--- config.mk ---
export PLATFORM = sky130hd
export DESIGN_NAME = tpc_ctrl
export DESIGN_NICKNAME = d
export VERILOG_FILES = /design/src/rtl/tpc_pkg.sv /design/src/rtl/tpc_ctrl.sv
export SDC_FILE = /design/constraint.sdc
export NUM_CORES = 1
export LEC_CHECK = 0
export BUFFER_PORTS_ARGS = -buffer_cell sky130_fd_sc_hd__buf_2
export CORE_AREA = 10 10 47 49
export CTS_CLUSTER_DIAMETER = 60
export DETAILED_ROUTE_END_ITERATION = 6
export DIE_AREA = 0 0 57 59
export MAX_ROUTING_LAYER = met4
export PLACE_DENSITY_LB_ADDON = 0.08
export SLEW_MARGIN = 20
export SYNTH_ARGS = -nofsm -noshare
export SYNTH_HDL_FRONTEND = slang
export SYNTH_SLANG_ARGS = --single-unit
--- constraint.sdc ---
create_clock -name clk -period 2.79 [get_ports clk]
set_input_delay 0.6975 -clock clk [delete_from_list [all_inputs] [get_ports clk]]
set_output_delay 0.6975 -clock clk [all_outputs]
set_load 0.005 [all_outputs]
--- src/rtl/tpc_pkg.sv ---
`default_nettype none

package tpc_pkg;

    localparam int MAP_ENTRIES = 4096;
    localparam int SHAPE_COUNT = 26;
    localparam int MAP_ADDR_W  = $clog2(MAP_ENTRIES);

    localparam int SHAPE_W  = 5;
    localparam int PIX_W    = 11;
    localparam int TILE_W   = 7;
    localparam int STRIDE_W = 7;
    localparam int ROW_W    = 4;
    localparam int MASK_W   = 16;
    localparam int COORD_W  = 16;
    localparam int EXT_W    = 18;
    localparam int LIN_W    = TILE_W + STRIDE_W + 1;
    localparam int CFG_IDX_W = 2;
    localparam int IN_DATA_W = 72;
    localparam int OUT_DATA_W = 8;
    localparam int ROM_SHAPES = 22;

    localparam logic [ROW_W-1:0]  LAST_ROW   = 4'hF;
    localparam logic [MASK_W-1:0] FULL_MASK  = 16'hFFFF;
    localparam logic [MASK_W-1:0] RIGHT_MASK = 16'h7FFF;

    localparam logic OP_WRITE = 1'b0;
    localparam logic OP_QUERY = 1'b1;

    localparam logic [CFG_IDX_W-1:0] REG_GRID_WIDTH  = 2'd0;
    localparam logic [CFG_IDX_W-1:0] REG_GRID_HEIGHT = 2'd1;
    localparam logic [CFG_IDX_W-1:0] REG_TILES_ROW   = 2'd2;

    localparam logic [PIX_W-1:0]    GRID_WIDTH_RST  = 11'd1024;
    localparam logic [PIX_W-1:0]    GRID_HEIGHT_RST = 11'd1024;
    localparam logic [STRIDE_W-1:0] TILES_ROW_RST   = 7'd64;

    typedef enum logic [2:0] {
        ST_IDLE,
        ST_CLIP,
        ST_ADDR,
        ST_EVAL,
        ST_DONE
    } tpc_state_t;

    // packed so that map_address sits in the lowest bits
    typedef struct packed {
        logic              pad;
        logic [PIX_W-1:0]  rect_height;
        logic [PIX_W-1:0]  rect_width;
        logic [COORD_W-1:0] rect_y;
        logic [COORD_W-1:0] rect_x;
        logic [SHAPE_W-1:0] shape_id;
        logic [MAP_ADDR_W-1:0] map_address;
    } in_data_t;

    typedef struct packed {
        logic load;
        logic write;
        logic clip;
        logic read;
        logic step;
        logic res_load;
        logic res_hit;
    } tpc_cmd_t;

    typedef struct packed {
        logic empty;
        logic tile_hit;
        logic tile_last;
    } tpc_sts_t;

    localparam logic [MASK_W-1:0] SHAPE_ROM [ROM_SHAPES][16] = '{
        '{16'h0000, 16'h0000, 16'h0000, 16'h0000, 16'h0000, 16'h0000, 16'h0000, 16'h0000,
          16'h0000, 16'h0000, 16'h0000, 16'h0000, 16'h0000, 16'h0000, 16'h0000, 16'h0000},
        '{16'hFFFF, 16'hFFFF, 16'hFFFF, 16'hFFFF, 16'hFFFF, 16'hFFFF, 16'hFFFF, 16'hFFFF,
          16'hFFFF, 16'hFFFF, 16'hFFFF, 16'hFFFF, 16'hFFFF, 16'hFFFF, 16'hFFFF, 16'hFFFF},
        '{16'h0001, 16'h0003, 16'h0007, 16'h000F, 16'h001F, 16'h003F, 16'h007F, 16'h00FF,
          16'h01FF, 16'h03FF, 16'h07FF, 16'h0FFF, 16'h1FFF, 16'h3FFF, 16'h7FFF, 16'hFFFF},
        '{16'hFFFF, 16'h7FFF, 16'h3FFF, 16'h1FFF, 16'h0FFF, 16'h07FF, 16'h03FF, 16'h01FF,
          16'h00FF, 16'h007F, 16'h003F, 16'h001F, 16'h000F, 16'h0007, 16'h0003, 16'h0001},
        '{16'h8000, 16'hC000, 16'hE000, 16'hF000, 16'hF800, 16'hFC00, 16'hFE00, 16'hFF00,
          16'hFF80, 16'hFFC0, 16'hFFE0, 16'hFFF0, 16'hFFF8, 16'hFFFC, 16'hFFFE, 16'hFFFF},
        '{16'hFFFF, 16'hFFFE, 16'hFFFC, 16'hFFF8, 16'hFFF0, 16'hFFE0, 16'hFFC0, 16'hFF80,
          16'hFF00, 16'hFE00, 16'hFC00, 16'hF800, 16'hF000, 16'hE000, 16'hC000, 16'h8000},
        '{16'h0000, 16'h0000, 16'h0000, 16'h0000, 16'h0000, 16'h0000, 16'h0000, 16'h0000,
          16'h0003, 16'h000F, 16'h003F, 16'h00FF, 16'h03FF, 16'h0FFF, 16'h3FFF, 16'hFFFF},
        '{16'hFFFF, 16'h3FFF, 16'h0FFF, 16'h03FF, 16'h00FF, 16'h003F, 16'h000F, 16'h0003,
          16'h0000, 16'h0000, 16'h0000, 16'h0000, 16'h0000, 16'h0000, 16'h0000, 16'h0000},
        '{16'h0000, 16'h0000, 16'h0000, 16'h0000, 16'h0000, 16'h0000, 16'h0000, 16'h0000,
          16'hC000, 16'hF000, 16'hFC00, 16'hFF00, 16'hFFC0, 16'hFFF0, 16'hFFFC, 16'hFFFF},
        '{16'hFFFF, 16'hFFFC, 16'hFFF0, 16'hFFC0, 16'hFF00, 16'hFC00, 16'hF000, 16'hC000,
          16'h0000, 16'h0000, 16'h0000, 16'h0000, 16'h0000, 16'h0000, 16'h0000, 16'h0000},
        '{16'h0001, 16'h0001, 16'h0003, 16'h0003, 16'h0007, 16'h0007, 16'h000F, 16'h000F,
          16'h001F, 16'h001F, 16'h003F, 16'h003F, 16'h007F, 16'h007F, 16'h00FF, 16'h00FF},
        '{16'h00FF, 16'h00FF, 16'h007F, 16'h007F, 16'h003F, 16'h003F, 16'h001F, 16'h001F,
          16'h000F, 16'h000F, 16'h0007, 16'h0007, 16'h0003, 16'h0003, 16'h0001, 16'h0001},
        '{16'h8000, 16'h8000, 16'hC000, 16'hC000, 16'hE000, 16'hE000, 16'hF000, 16'hF000,
          16'hF800, 16'hF800, 16'hFC00, 16'hFC00, 16'hFE00, 16'hFE00, 16'hFF00, 16'hFF00},
        '{16'hFF00, 16'hFF00, 16'hFE00, 16'hFE00, 16'hFC00, 16'hFC00, 16'hF800, 16'hF800,
          16'hF000, 16'hF000, 16'hE000, 16'hE000, 16'hC000, 16'hC000, 16'h8000, 16'h8000},
        '{16'h0003, 16'h000F, 16'h003F, 16'h00FF, 16'h03FF, 16'h0FFF, 16'h3FFF, 16'hFFFF,
          16'hFFFF, 16'hFFFF, 16'hFFFF, 16'hFFFF, 16'hFFFF, 16'hFFFF, 16'hFFFF, 16'hFFFF},
        '{16'hFFFF, 16'hFFFF, 16'hFFFF, 16'hFFFF, 16'hFFFF, 16'hFFFF, 16'hFFFF, 16'hFFFF,
          16'hFFFF, 16'h3FFF, 16'h0FFF, 16'h03FF, 16'h00FF, 16'h003F, 16'h000F, 16'h0003},
        '{16'hC000, 16'hF000, 16'hFC00, 16'hFF00, 16'hFFC0, 16'hFFF0, 16'hFFFC, 16'hFFFF,
          16'hFFFF, 16'hFFFF, 16'hFFFF, 16'hFFFF, 16'hFFFF, 16'hFFFF, 16'hFFFF, 16'hFFFF},
        '{16'hFFFF, 16'hFFFF, 16'hFFFF, 16'hFFFF, 16'hFFFF, 16'hFFFF, 16'hFFFF, 16'hFFFF,
          16'hFFFF, 16'hFFFC, 16'hFFF0, 16'hFFC0, 16'hFF00, 16'hFC00, 16'hF000, 16'hC000},
        '{16'h01FF, 16'h01FF, 16'h03FF, 16'h03FF, 16'h07FF, 16'h07FF, 16'h0FFF, 16'h0FFF,
          16'h1FFF, 16'h1FFF, 16'h3FFF, 16'h3FFF, 16'h7FFF, 16'h7FFF, 16'hFFFF, 16'hFFFF},
        '{16'hFFFF, 16'hFFFF, 16'h7FFF, 16'h7FFF, 16'h3FFF, 16'h3FFF, 16'h1FFF, 16'h1FFF,
          16'h0FFF, 16'h0FFF, 16'h07FF, 16'h07FF, 16'h03FF, 16'h03FF, 16'h01FF, 16'h01FF},
        '{16'hFF80, 16'hFF80, 16'hFFC0, 16'hFFC0, 16'hFFE0, 16'hFFE0, 16'hFFF0, 16'hFFF0,
          16'hFFF8, 16'hFFF8, 16'hFFFC, 16'hFFFC, 16'hFFFE, 16'hFFFE, 16'hFFFF, 16'hFFFF},
        '{16'hFFFF, 16'hFFFF, 16'hFFFE, 16'hFFFE, 16'hFFFC, 16'hFFFC, 16'hFFF8, 16'hFFF8,
          16'hFFF0, 16'hFFF0, 16'hFFE0, 16'hFFE0, 16'hFFC0, 16'hFFC0, 16'hFF80, 16'hFF80}
    };

    // shapes without a mask set, and those past the shape count, are empty
    function automatic logic [MASK_W-1:0] row_mask(input logic [SHAPE_W-1:0] shape,
                                                   input logic [ROW_W-1:0] row);
        logic [MASK_W-1:0] mask;
        mask = '0;
        if (int'(shape) < SHAPE_COUNT && int'(shape) < ROM_SHAPES)
        begin
            mask = SHAPE_ROM[shape][row];
        end
        return mask;
    endfunction

endpackage

`default_nettype wire

--- src/rtl/tpc_ctrl.sv ---
`default_nettype none

module tpc_ctrl (
    input  wire logic             clk,
    input  wire logic             rst_n,
    input  wire logic             s_tvalid,
    input  wire logic             s_opcode,
    output logic                  s_tready,
    output logic                  m_tvalid,
    input  wire logic             m_tready,
    output tpc_pkg::tpc_cmd_t     cmd,
    input  wire tpc_pkg::tpc_sts_t sts
);

    tpc_pkg::tpc_state_t state_reg;
    tpc_pkg::tpc_state_t state_next;
    logic res_hit_reg;
    logic res_hit_next;
    logic out_valid_reg;
    logic out_valid_next;
    logic in_xfer;
    logic out_free;

    assign in_xfer  = s_tvalid && (state_reg == tpc_pkg::ST_IDLE);
    assign out_free = !out_valid_reg || m_tready;

    always_ff @(posedge clk or negedge rst_n)
    begin
        if (!rst_n)
        begin
            state_reg     <= tpc_pkg::ST_IDLE;
            res_hit_reg   <= 1'b0;
            out_valid_reg <= 1'b0;
        end
        else
        begin
            state_reg     <= state_next;
            res_hit_reg   <= res_hit_next;
            out_valid_reg <= out_valid_next;
        end
    end

    always_comb
    begin
        state_next   = state_reg;
        res_hit_next = res_hit_reg;
        unique case (state_reg)
            tpc_pkg::ST_IDLE:
            begin
                if (in_xfer && s_opcode == tpc_pkg::OP_QUERY)
                begin
                    state_next = tpc_pkg::ST_CLIP;
                end
            end
            tpc_pkg::ST_CLIP:
            begin
                state_next = tpc_pkg::ST_ADDR;
            end
            tpc_pkg::ST_ADDR:
            begin
                if (sts.empty)
                begin
                    state_next   = tpc_pkg::ST_DONE;
                    res_hit_next = 1'b0;
                end
                else
                begin
                    state_next = tpc_pkg::ST_EVAL;
                end
            end
            tpc_pkg::ST_EVAL:
            begin
                if (sts.tile_hit || sts.tile_last)
                begin
                    state_next   = tpc_pkg::ST_DONE;
                    res_hit_next = sts.tile_hit;
                end
                else
                begin
                    state_next = tpc_pkg::ST_ADDR;
                end
            end
            tpc_pkg::ST_DONE:
            begin
                if (out_free)
                begin
                    state_next = tpc_pkg::ST_IDLE;
                end
            end
            default:
            begin
                state_next = tpc_pkg::ST_IDLE;
            end
        endcase
    end

    always_comb
    begin
        cmd          = '0;
        cmd.load     = in_xfer;
        cmd.write    = in_xfer && (s_opcode == tpc_pkg::OP_WRITE);
        cmd.res_hit  = res_hit_reg;
        unique case (state_reg)
            tpc_pkg::ST_IDLE: ;
            tpc_pkg::ST_CLIP:
            begin
                cmd.clip = 1'b1;
            end
            tpc_pkg::ST_ADDR:
            begin
                cmd.read = !sts.empty;
            end
            tpc_pkg::ST_EVAL:
            begin
                cmd.step = !sts.tile_hit && !sts.tile_last;
            end
            tpc_pkg::ST_DONE:
            begin
                cmd.res_load = out_free;
            end
            default: ;
        endcase
    end

    assign out_valid_next = cmd.res_load || (out_valid_reg && !m_tready);
    assign s_tready       = (state_reg == tpc_pkg::ST_IDLE);
    assign m_tvalid       = out_valid_reg;

    // a tile may only be evaluated in the cycle after its map read
    a_eval_after_addr: assert property (@(posedge clk) disable iff (!rst_n)
        (state_reg == tpc_pkg::ST_EVAL) |-> ($past(state_reg) == tpc_pkg::ST_ADDR))
        else $error("tile evaluated without a map read");

    a_addr_entry: assert property (@(posedge clk) disable iff (!rst_n)
        (state_reg == tpc_pkg::ST_ADDR) |->
        ($past(state_reg) == tpc_pkg::ST_CLIP || $past(state_reg) == tpc_pkg::ST_EVAL))
        else $error("tile walk entered from a wrong state");

    a_result_source: assert property (@(posedge clk) disable iff (!rst_n)
        $rose(out_valid_reg) |-> ($past(state_reg) == tpc_pkg::ST_DONE))
        else $error("result raised outside completion");

    a_no_accept_busy: assert property (@(posedge clk) disable iff (!rst_n)
        (state_reg == tpc_pkg::ST_CLIP) |-> ($past(s_tvalid) && $past(s_opcode)))
        else $error("query started without an input transfer");

endmodule

`default_nettype wire

# Word level (Yosys, flattened, before mapping)
# Index checks and enable logic that the tools add are counted.
# Widths: inputs -> output; s select.
[op_classes] n_eq_ne=8 mux=12 bitwise_logic=1 n_reduce_logical=17
[op_table] operator="$pmux 3 s5" n=1
[op_table] operator="$mux 3" n=4
[op_table] operator="$eq 3x2->1 const B" n=2
[op_table] operator="$mux 1" n=6
[op_table] operator="$ne 2x2->1 const B" n=3
[op_table] operator="$logic_and 1x1->1" n=5
[op_table] operator="$logic_not 1->1" n=5
[op_table] operator="$eq 3x1->1 const B" n=1
[op_table] operator="$eq 3x3->1 const B" n=1
[op_table] operator="$logic_not 3->1" n=1
[op_table] operator="$logic_or 1x1->1" n=3
[op_table] operator="$reduce_and 3->1" n=1
[op_table] operator="$ne 2x1->1 const B" n=1
[op_table] operator="$pmux 1 s2" n=1
[op_table] operator="$reduce_and 2->1" n=1
[op_table] operator="$reduce_bool 2->1" n=1
[op_table] operator="$not 1->1" n=1
[word_totals] register_bits=5 output_inout_bits=9 word_cells=41

# Logic depth before layout (Yosys ltp)
# Gate-level depths: netlist of run 1.
[depth] depth_word=5 ltp_mapped=4 ltp_nobuf=3

# Least setup slack after synthesis of run 1
# No wires, ideal clock.
[synth_path] path_kind="in2out" from="input port sts[0] (netlist name)" to="output port cmd[2] (netlist name)" t_arrival_ns=1.062 required_ns=2.092 path_slack_ns=1.031 stages=2 path_cell_list="nor3b_2 > nor2b_1"
[synth_lines] item="from (decl)" line_no="tpc_ctrl.sv:12" source="input wire tpc_pkg::tpc_sts_t sts"
[synth_lines] item="to (decl)" line_no="tpc_ctrl.sv:11" source="output tpc_pkg::tpc_cmd_t cmd,"

==> results.txt, run 1 <==
Outcome: finished, final reports clean
Setup Crit Path Kind: register to output pin
CP Launch Type: register
GRT Overall Usage: 5.66%
Die Span X: 57 µm
GR Overflow Total: 0
Fraction of layout cells with a size suffix above 1: 52.0%
Syn nets: 41
Post-placement cell count: 62
Num CTS Buffers: 3
H-tree depth: 1
# diodes: 0
Syn avg cell area: 10.4 µm²
Compound-Gate Fraction of Synth Area: 12.0%
Initial core utilization: 24.6%
Number of synthesized flops with an enable pin: 0
Area of the multi-input gates: 193 µm²
DRC viols: 0
Die Span Y: 59 µm
Initial antenna violation count: 0
CP bufs+invs: 1
R2R setup slack: 1670 ps
CTS tree: built
Final worst-path cycle share: 73.0%
Wire per inst: 13.2 µm
R2r startpoint: state_reg[0]$_DFFE_PN0P_
Worst-margin pin slew: 366 ps
Total leakage power: 0.219 nW
Routed vias: 313
Final wirelength: 873 µm
CP arrival: 1340 ps
Slew Viols, Final: 0
Worst clock skew: 0.0595 ps
Worst-path cell chain: nor3_4 -> and2_4 -> nor2b_4 -> buf_2
Port Buf Inserts: 16
Delay-heaviest family, CP: flip-flops
Placement row count: 14
Largest family of logic cells by synthesized area: simple AND/OR/NAND/NOR gates
Max Freq: 0.491 GHz
Worst min-delay path class: primary input to async pin
CTS Hold Bufs: 0
Simple-gate share of the synthesized area: 40.7%
Routability cong.: 0.725
Fin crit period: 2040 ps
Largest stage delay, worst path: 500 ps
I/O pins: 17
CTS resizes: 0
WHS: 265 ps
Top-area cell type share of the netlist area: 36.4%
Worst rel slew slack: 75.6%
Yosys reg bits: 5
Initial DRC Count: 6
Yosys warns: 0
Post-DR vias/cell: 4.74
Fin cells: 66
Xor/xnor share of the synthesized area: 0%
DR pass1 iterations: 2
Longest Clk Path Bufs: 2
Dpl hpwl: 718 µm
Adder-Cell Fraction of Synth Area: 0%
Final Setup Violations: 0
VDD IR max: 0.000282 V
Post-synthesis async set-or-reset flop share: 100%
Worst skew pair latency: 240 ps
Area contributors post-synth: dfrtp_1 (36%), nor3_4 (4.7%), o32ai_2 (4.7%), buf_4 (4.4%), nand2_1 (4.4%)
CP Max Fanout: 10
R2R depth: 3
Pin count of the biggest net entering global routing: 11
Gate Count Post-Synth: 33
Antenna-violating nets left: 0
Part of the Yosys area used for sequential elements: 36.4%
Number of fill cells: 162
Worst r2r dst: state_reg[1]$_DFFE_PN0P_
Max FFs per register: 3
Synth-to-layout area growth: 29.1%
Mapped Area: 344 µm²
Mux cell area share after synthesis: 3.27%
Post-synth top cells: dfrtp_1 (5), nand2_1 (4), nor2_1 (3), buf_4 (2), o21ai_0 (2)
Nets: 59
First-pass GRT wire length: 1420 µm
CTS Root Cell: clkbuf_4
Total die area: 0.00336 mm²
Area leader, netlist: dfrtp_1
Clk pin slew, worst setup/hold paths: 40 ps
Main synth FF type: dfrtp_1
MaxCap Viol Count: 0
RSZ-0062 raised after global routing: no
Post-route setup TNS: 0 ps
Clock Sinks: 5
Power Density: 942 mW/mm²
Synth cell types: 22
Critical path's slowest cell: dfrtp_1
Post-CTS setup buffers: 0
Top-count cell post-synth: dfrtp_1
CORE AREA: 0.00140 mm²
WP data required: 2090 ps
CP endpoint kind: output pin
Final Hold Fails: 0
Area occupied by registers: 125 µm²
Vias in the first global route: 303
==> power breakdown <==
| group | total [mW] | switching [mW] | internal, mW | leakage, nW |
|---|---|---|---|---|
| combinational | 0.181 | 0.0779 | 0.103 | 0.138 |
| sequential | 0.154 | 0.0528 | 0.101 | 0.0656 |
| clock | 0.0828 | 0.0287 | 0.0540 | 0.0150 |
==> layer usage <==
metal | GRT usage (%) | up-vias | wire length [µm]
met4 | 5.03 | 0 | 23
met5 | - | - | 0
met3 | 2.36 | 4 | 48
met1 | 6.72 | 148 | 419
met2 | 6.98 | 11 | 382
li1 | - | 150 | -
==> through the flow <==
step	util, %	instance area [µm²]	setup slack [ps]	power (mW)
after detailed placement	29.8	418	794	0.340
after floorplan	-	344	1030	0.289
after global placement	29.8	418	786	0.337
after CTS	31.7	444	735	0.428
after global routing	31.7	444	616	0.459
final	31.7	444	753	0.418
==> cells by family after synthesis <==
logic type,count (synthesis)
and+or+nand+nor,19
AOI/OAI and AO/OA,5
DFF,5
buffers and inverters,3
muxes,1
==> worst max path at each step <==
stage | startpoint | endpoint | slack (ps) | cells past startpoint
floorplan | sts[0] | cmd[2] | 1030 | 2
global placement | sts[0] | cmd[2] | 790 | 4
detailed placement | sts[0] | cmd[2] | 790 | 4
CTS | state_reg[0]$_DFFE_PN0P_ | cmd[5] | 740 | 4
global route | state_reg[0]$_DFFE_PN0P_ | cmd[2] | 620 | 3
finish | state_reg[0]$_DFFE_PN0P_ | cmd[5] | 750 | 4
==> cell type report <==
cell class,instances,area share [%]
clock buffers,4,5.92
multi-input cells,25,43.4
flip-flops and latches,5,28.2
well taps,16,4.51
repair buffers,16,18.0
==> layout by cell type (no fill, tap or decap), drive strengths merged, types with 2 or more instances in the layout <==
master  netlist  layout
buf           3      16
clkbuf        0       4
dfrtp         5       5
nand2         4       4
nand2b        2       2
nor2          3       3
nor2b         2       2
nor3          3       3
nor3b         2       2
o21ai         2       2
(Power assumes the default switching activity.)
==> inputs of run 2 (changes only) <==
- ABC_AREA: default -> 1
- clock period: 2.79 -> 1.9 ns (I/O delays scaled with it)
==> results.txt, run 2 <==
Outcome: finished, final reports clean
CTS resizes: 0
Power Density: 1410 mW/mm²
Vias in the first global route: 352
RSZ-0062 raised after global routing: no
Clock Sinks: 5
First-pass GRT wire length: 1540 µm
Post-DR vias/cell: 4.04
Yosys warns: 0
Sequential Power Share: 32.9%
R2R depth: 4
Die Span Y: 59 µm
CTS tree: built
CP endpoint kind: output pin
# diodes: 0
Routability cong.: 0.681
CP Launch Type: register
Pre-CTS WS: 457 ps
Largest stage delay, worst path: 420 ps
NetSw: 0.269 mW
Fraction of layout cells with a size suffix above 1: 44.6%
Worst clock skew: 5.54 ps
Routed vias: 327
Area contributors post-synth: dfrtp_1 (37%), nand3_1 (12%), inv_1 (10%), nand2_1 (6.7%), nand2_2 (5.6%)
Initial DRC Count: 1
Setup Crit Path Kind: register to output pin
Max Freq: 0.595 GHz
Top-count cell post-synth: inv_1
Internal power: 0.361 mW
Gate power share: 47.9%
Pin count of the biggest net entering global routing: 6
Post-synth top cells: inv_1 (9), nand3_1 (8), nand2_1 (6), dfrtp_1 (5), nor2_1 (5)
Placement row count: 14
Slack of the critical path: 220 ps
Syn nets: 55
Total die area: 0.00336 mm²
Worst rel slew slack: 83.3%
Worst min-delay path class: primary input to async pin
Post-synthesis async set-or-reset flop share: 100%
Syn avg cell area: 7.13 µm²
Worst skew pair latency: 240 ps
Final Setup Violations: 0
Num CTS Buffers: 3
Number of synthesized flops with an enable pin: 0
CTS Root Cell: clkbuf_4
CORE AREA: 0.00140 mm²
Yosys reg bits: 5
GRT Overall Usage: 5.81%
Gate Count Post-Synth: 47
Initial antenna violation count: 0
Slew Viols, Final: 0
Total leakage power: 0.286 nW
VDD IR max: 0.000417 V
Post-route setup TNS: 0 ps
Nets: 74
Switching share of power: 42.7%
Area leader, netlist: dfrtp_1
Die Span X: 57 µm
Max FFs per register: 3
Worst r2r dst: state_reg[0]$_DFFE_PN0P_
DRC viols: 0
Delay-heaviest family, CP: flip-flops
Top-area cell type share of the netlist area: 37.3%
I/O pins: 17
Worst-path cell chain: nor2_2 -> nand2_2 -> nor3_2 -> buf_2
Clk pin slew, worst setup/hold paths: 50 ps
Critical path's slowest cell: dfrtp_1
Longest Clk Path Bufs: 2
Dpl hpwl: 746 µm
R2R setup slack: 890 ps
Antenna-violating nets left: 0
Wire per inst: 10.5 µm
Synth-to-layout area growth: 33.2%
Post-CTS setup buffers: 0
Port Buf Inserts: 16
Final worst-path cycle share: 88.4%
Worst-margin pin slew: 251 ps
CP Max Fanout: 4
Fin crit period: 1680 ps
Final Hold Fails: 0
Initial core utilization: 23.9%
Commonest non-fill, non-tap cell in the layout: buf_2
Part of the Yosys area used for sequential elements: 37.3%
Mapped Area: 335 µm²
Synth cell types: 14
Final wirelength: 847 µm
DR pass1 iterations: 2
H-tree depth: 1
GR Overflow Total: 0
Clk network pwr share: 19.2%
MaxCap Viol Count: 0
WP data required: 1420 ps
Most frequent cells in the layout: buf_2 (16), inv_1 (9), nand3_1 (8), nand2_1 (6)
Number of fill cells: 172
Main synth FF type: dfrtp_1
R2r startpoint: state_reg[0]$_DFFE_PN0P_
CP arrival: 1200 ps
CP bufs+invs: 1
CTS Hold Bufs: 0
==> run 2: power groups by stage <==
stage	Clock (mW)	Sequential [mW]	Combinational (mW)
floorplan	0	0.202	0.220
global placement	0	0.209	0.315
detailed placement	0	0.210	0.313
CTS	0.128	0.208	0.314
global route	0.134	0.217	0.357
finish	0.121	0.207	0.302
==> run 2: worst max-delay path by stage <==
stage                                  start     end  slack [ps]  depth (start not counted)
global placement    state_reg[0]$_DFFE_PN0P_  cmd[5]         490                          4
CTS                 state_reg[0]$_DFFE_PN0P_  cmd[5]         190                          4
global route        state_reg[0]$_DFFE_PN0P_  cmd[5]          80                          4
detailed placement  state_reg[0]$_DFFE_PN0P_  cmd[5]         460                          4
finish              state_reg[0]$_DFFE_PN0P_  cmd[5]         220                          4
floorplan           state_reg[0]$_DFFE_PN0P_  cmd[6]         560                          4
==> run 2: area by class of cell <==
| cell class | count | area [µm²] | area share (%) |
|---|---|---|---|
| inverter | 12 | 45.0 | 10.1 |
| multi-input combinational | 28 | 150 | 33.6 |
| sequential | 5 | 125 | 28.0 |
| tap | 16 | 20.0 | 4.48 |
| clock buffer | 4 | 26.3 | 5.88 |
| timing repair buffer | 16 | 80.1 | 17.9 |
==> run 2: cells by family after synthesis <==
kind of cell           synth area share [%]
DFF                                    37.3
AOI/OAI and AO/OA                      3.73
buffers and inverters                  17.9
and+or+nand+nor                        41.0
==> run 2: metrics by stage <==
stage               cell area, µm²  cells  util (%)  total power, mW  hold slack, ps
global route                   447     81      31.9            0.708            45.0
detailed placement             420     77      30.0            0.522             301
finish                         447     81      31.9            0.631            43.2
global placement               420     77      30.0            0.523             302
CTS                            447     81      31.9            0.650            38.2
floorplan                      335     47         -            0.422             179
==> run 2: layer usage <==
metal	up-vias	part of all wire (%)	GRT usage [%]
met5	-	0	-
met4	0	0	2.01
met3	0	12	3.86
met2	15	38	7.29
met1	134	50	7.12
li1	178	-	-
==> inputs of run 3 (changes only) <==
==> constraint.sdc (replaced) <==
create_clock -name clk -period 1.9 [get_ports clk]
set_input_delay 0.38 -clock clk [delete_from_list [all_inputs] [get_ports clk]]
set_output_delay 0.38 -clock clk [all_outputs]
set_load 0.005 [all_outputs]
==> results.txt, run 3 (synthesis results as in run 2) <==
DRC viols: 0
CP Max Fanout: 4
Worst-margin pin slew: 251 ps
Clk network pwr share: 19.2%
Worst rel slew slack: 83.3%
Max FFs per register: 3
R2R setup slack: 890 ps
Vias in the first global route: 355
Largest stage delay, worst path: 420 ps
Final worst-path cycle share: 83.4%
Internal power: 0.363 mW
Final Hold Fails: 0
Worst skew pair latency: 240 ps
Final Setup Violations: 0
R2R depth: 4
H-tree depth: 1
Post-route setup TNS: 0 ps
Critical path's slowest cell: dfrtp_1
R2r startpoint: state_reg[0]$_DFFE_PN0P_
# diodes: 0
Pin count of the biggest net entering global routing: 6
Total leakage power: 0.290 nW
Pre-CTS WS: 552 ps
Total die area: 0.00336 mm²
MaxCap Viol Count: 0
Worst-path cell chain: nor2_2 -> nand2_2 -> nor3_2 -> buf_2
Area occupied by registers: 125 µm²
CP arrival: 1200 ps
CP Launch Type: register
CTS resizes: 0
WP data required: 1520 ps
GR Overflow Total: 0
Longest Clk Path Bufs: 2
Initial antenna violation count: 0
Wire per inst: 10.4 µm
Fraction of layout cells with a size suffix above 1: 43.9%
Commonest non-fill, non-tap cell in the layout: buf_2
Die Span X: 57 µm
Post-CTS setup buffers: 0
Slack of the critical path: 315 ps
I/O pins: 17
Num CTS Buffers: 3
Crit path to: cmd[5]
Clk pin slew, worst setup/hold paths: 50 ps
Initial DRC Count: 1
Worst min-delay path class: primary input to register
Worst clock skew: 5.54 ps
Max Freq: 0.631 GHz
Worst hold start: m_tready
Worst setup startpoint: state_reg[0]$_DFFE_PN0P_
Final wirelength: 850 µm
CP endpoint kind: output pin
CTS Root Cell: clkbuf_4
Power Density: 1380 mW/mm²
First-pass GRT wire length: 1550 µm
Routed vias: 329
Placement row count: 14
Fin crit period: 1580 ps
Most frequent cells in the layout: buf_2 (16), inv_1 (9), nand3_1 (8), nand2_1 (6)
Switching share of power: 42.6%
Worst r2r dst: state_reg[0]$_DFFE_PN0P_
Die Span Y: 59 µm
CTS tree: built
RSZ-0062 raised after global routing: no
NetSw: 0.269 mW
Area of the multi-input gates: 150 µm²
DR pass1 iterations: 2
CORE AREA: 0.00140 mm²
Routability cong.: 0.681
Dpl hpwl: 746 µm
Nets: 75
Number of fill cells: 171
CTS Hold Bufs: 1
Post-DR vias/cell: 4.01
Antenna-violating nets left: 0
Sequential Power Share: 32.8%
Finished layout cell area: 457 µm²
Gate power share: 48.1%
Slew Viols, Final: 0
Synth-to-layout area growth: 36.2%
Cell Area, Placed: 420 µm²
Port Buf Inserts: 16
VDD IR max: 0.000417 V
Initial core utilization: 23.9%
Outcome: finished, final reports clean
Clock Sinks: 5
Setup Crit Path Kind: register to output pin
GRT Overall Usage: 5.81%
==> run 3: power by group through the flow <==
| stage | clock [mW] | sequential [mW] | combinational (mW) |
|---|---|---|---|
| 2_1_floorplan | 0 | 0.202 | 0.220 |
| 3_3_place_gp | 0 | 0.209 | 0.315 |
| 3_5_place_dp | 0 | 0.210 | 0.313 |
| 4_1_cts | 0.128 | 0.208 | 0.315 |
| 5_1_grt | 0.134 | 0.217 | 0.359 |
| 6_report | 0.121 | 0.207 | 0.304 |
==> run 3: worst min path at each step <==
| stage | endpoint | depth (start not counted) |
|---|---|---|
| 2_1_floorplan | m_tvalid$_DFF_PN0_ | 0 |
| 3_3_place_gp | state_reg[0]$_DFFE_PN0P_ | 1 |
| 3_5_place_dp | state_reg[0]$_DFFE_PN0P_ | 1 |
| 4_1_cts | m_tvalid$_DFF_PN0_ | 2 |
| 5_1_grt | m_tvalid$_DFF_PN0_ | 2 |
| 6_report | m_tvalid$_DFF_PN0_ | 2 |
==> run 3: through the flow <==
stage | hold slack, ps | util (%) | instances | total power, mW
after CTS | 349 | 32.6 | 82 | 0.652
after global routing | 369 | 32.6 | 82 | 0.710
after detailed placement | 206 | 30.0 | 77 | 0.522
after floorplan | 84.4 | - | 47 | 0.422
after global placement | 207 | 30.0 | 77 | 0.523
final | 345 | 32.6 | 82 | 0.632
==> run 3: cell type report <==
| class | instances | area share (%) |
|---|---|---|
| well taps | 16 | 4.38 |
| inverters | 12 | 9.86 |
| flip-flops and latches | 5 | 27.4 |
| multi-input cells | 28 | 32.9 |
| repair buffers | 17 | 19.7 |
| clock buffers | 4 | 5.75 |
==> run 3: layer usage <==
metal	up-vias	routed length [µm]	global-route usage [%]
li1	180	-	-
met1	134	413	7.00
met2	15	321	7.29
met3	0	115	4.08
met4	0	0	2.01
met5	-	0	-
==> run 3: critical path: cells and delay by family (launching register included) <==
kind	cells	cell delay, ps
buffers and inverters	1	130
DFF	1	420
and+or+nand+nor	3	420
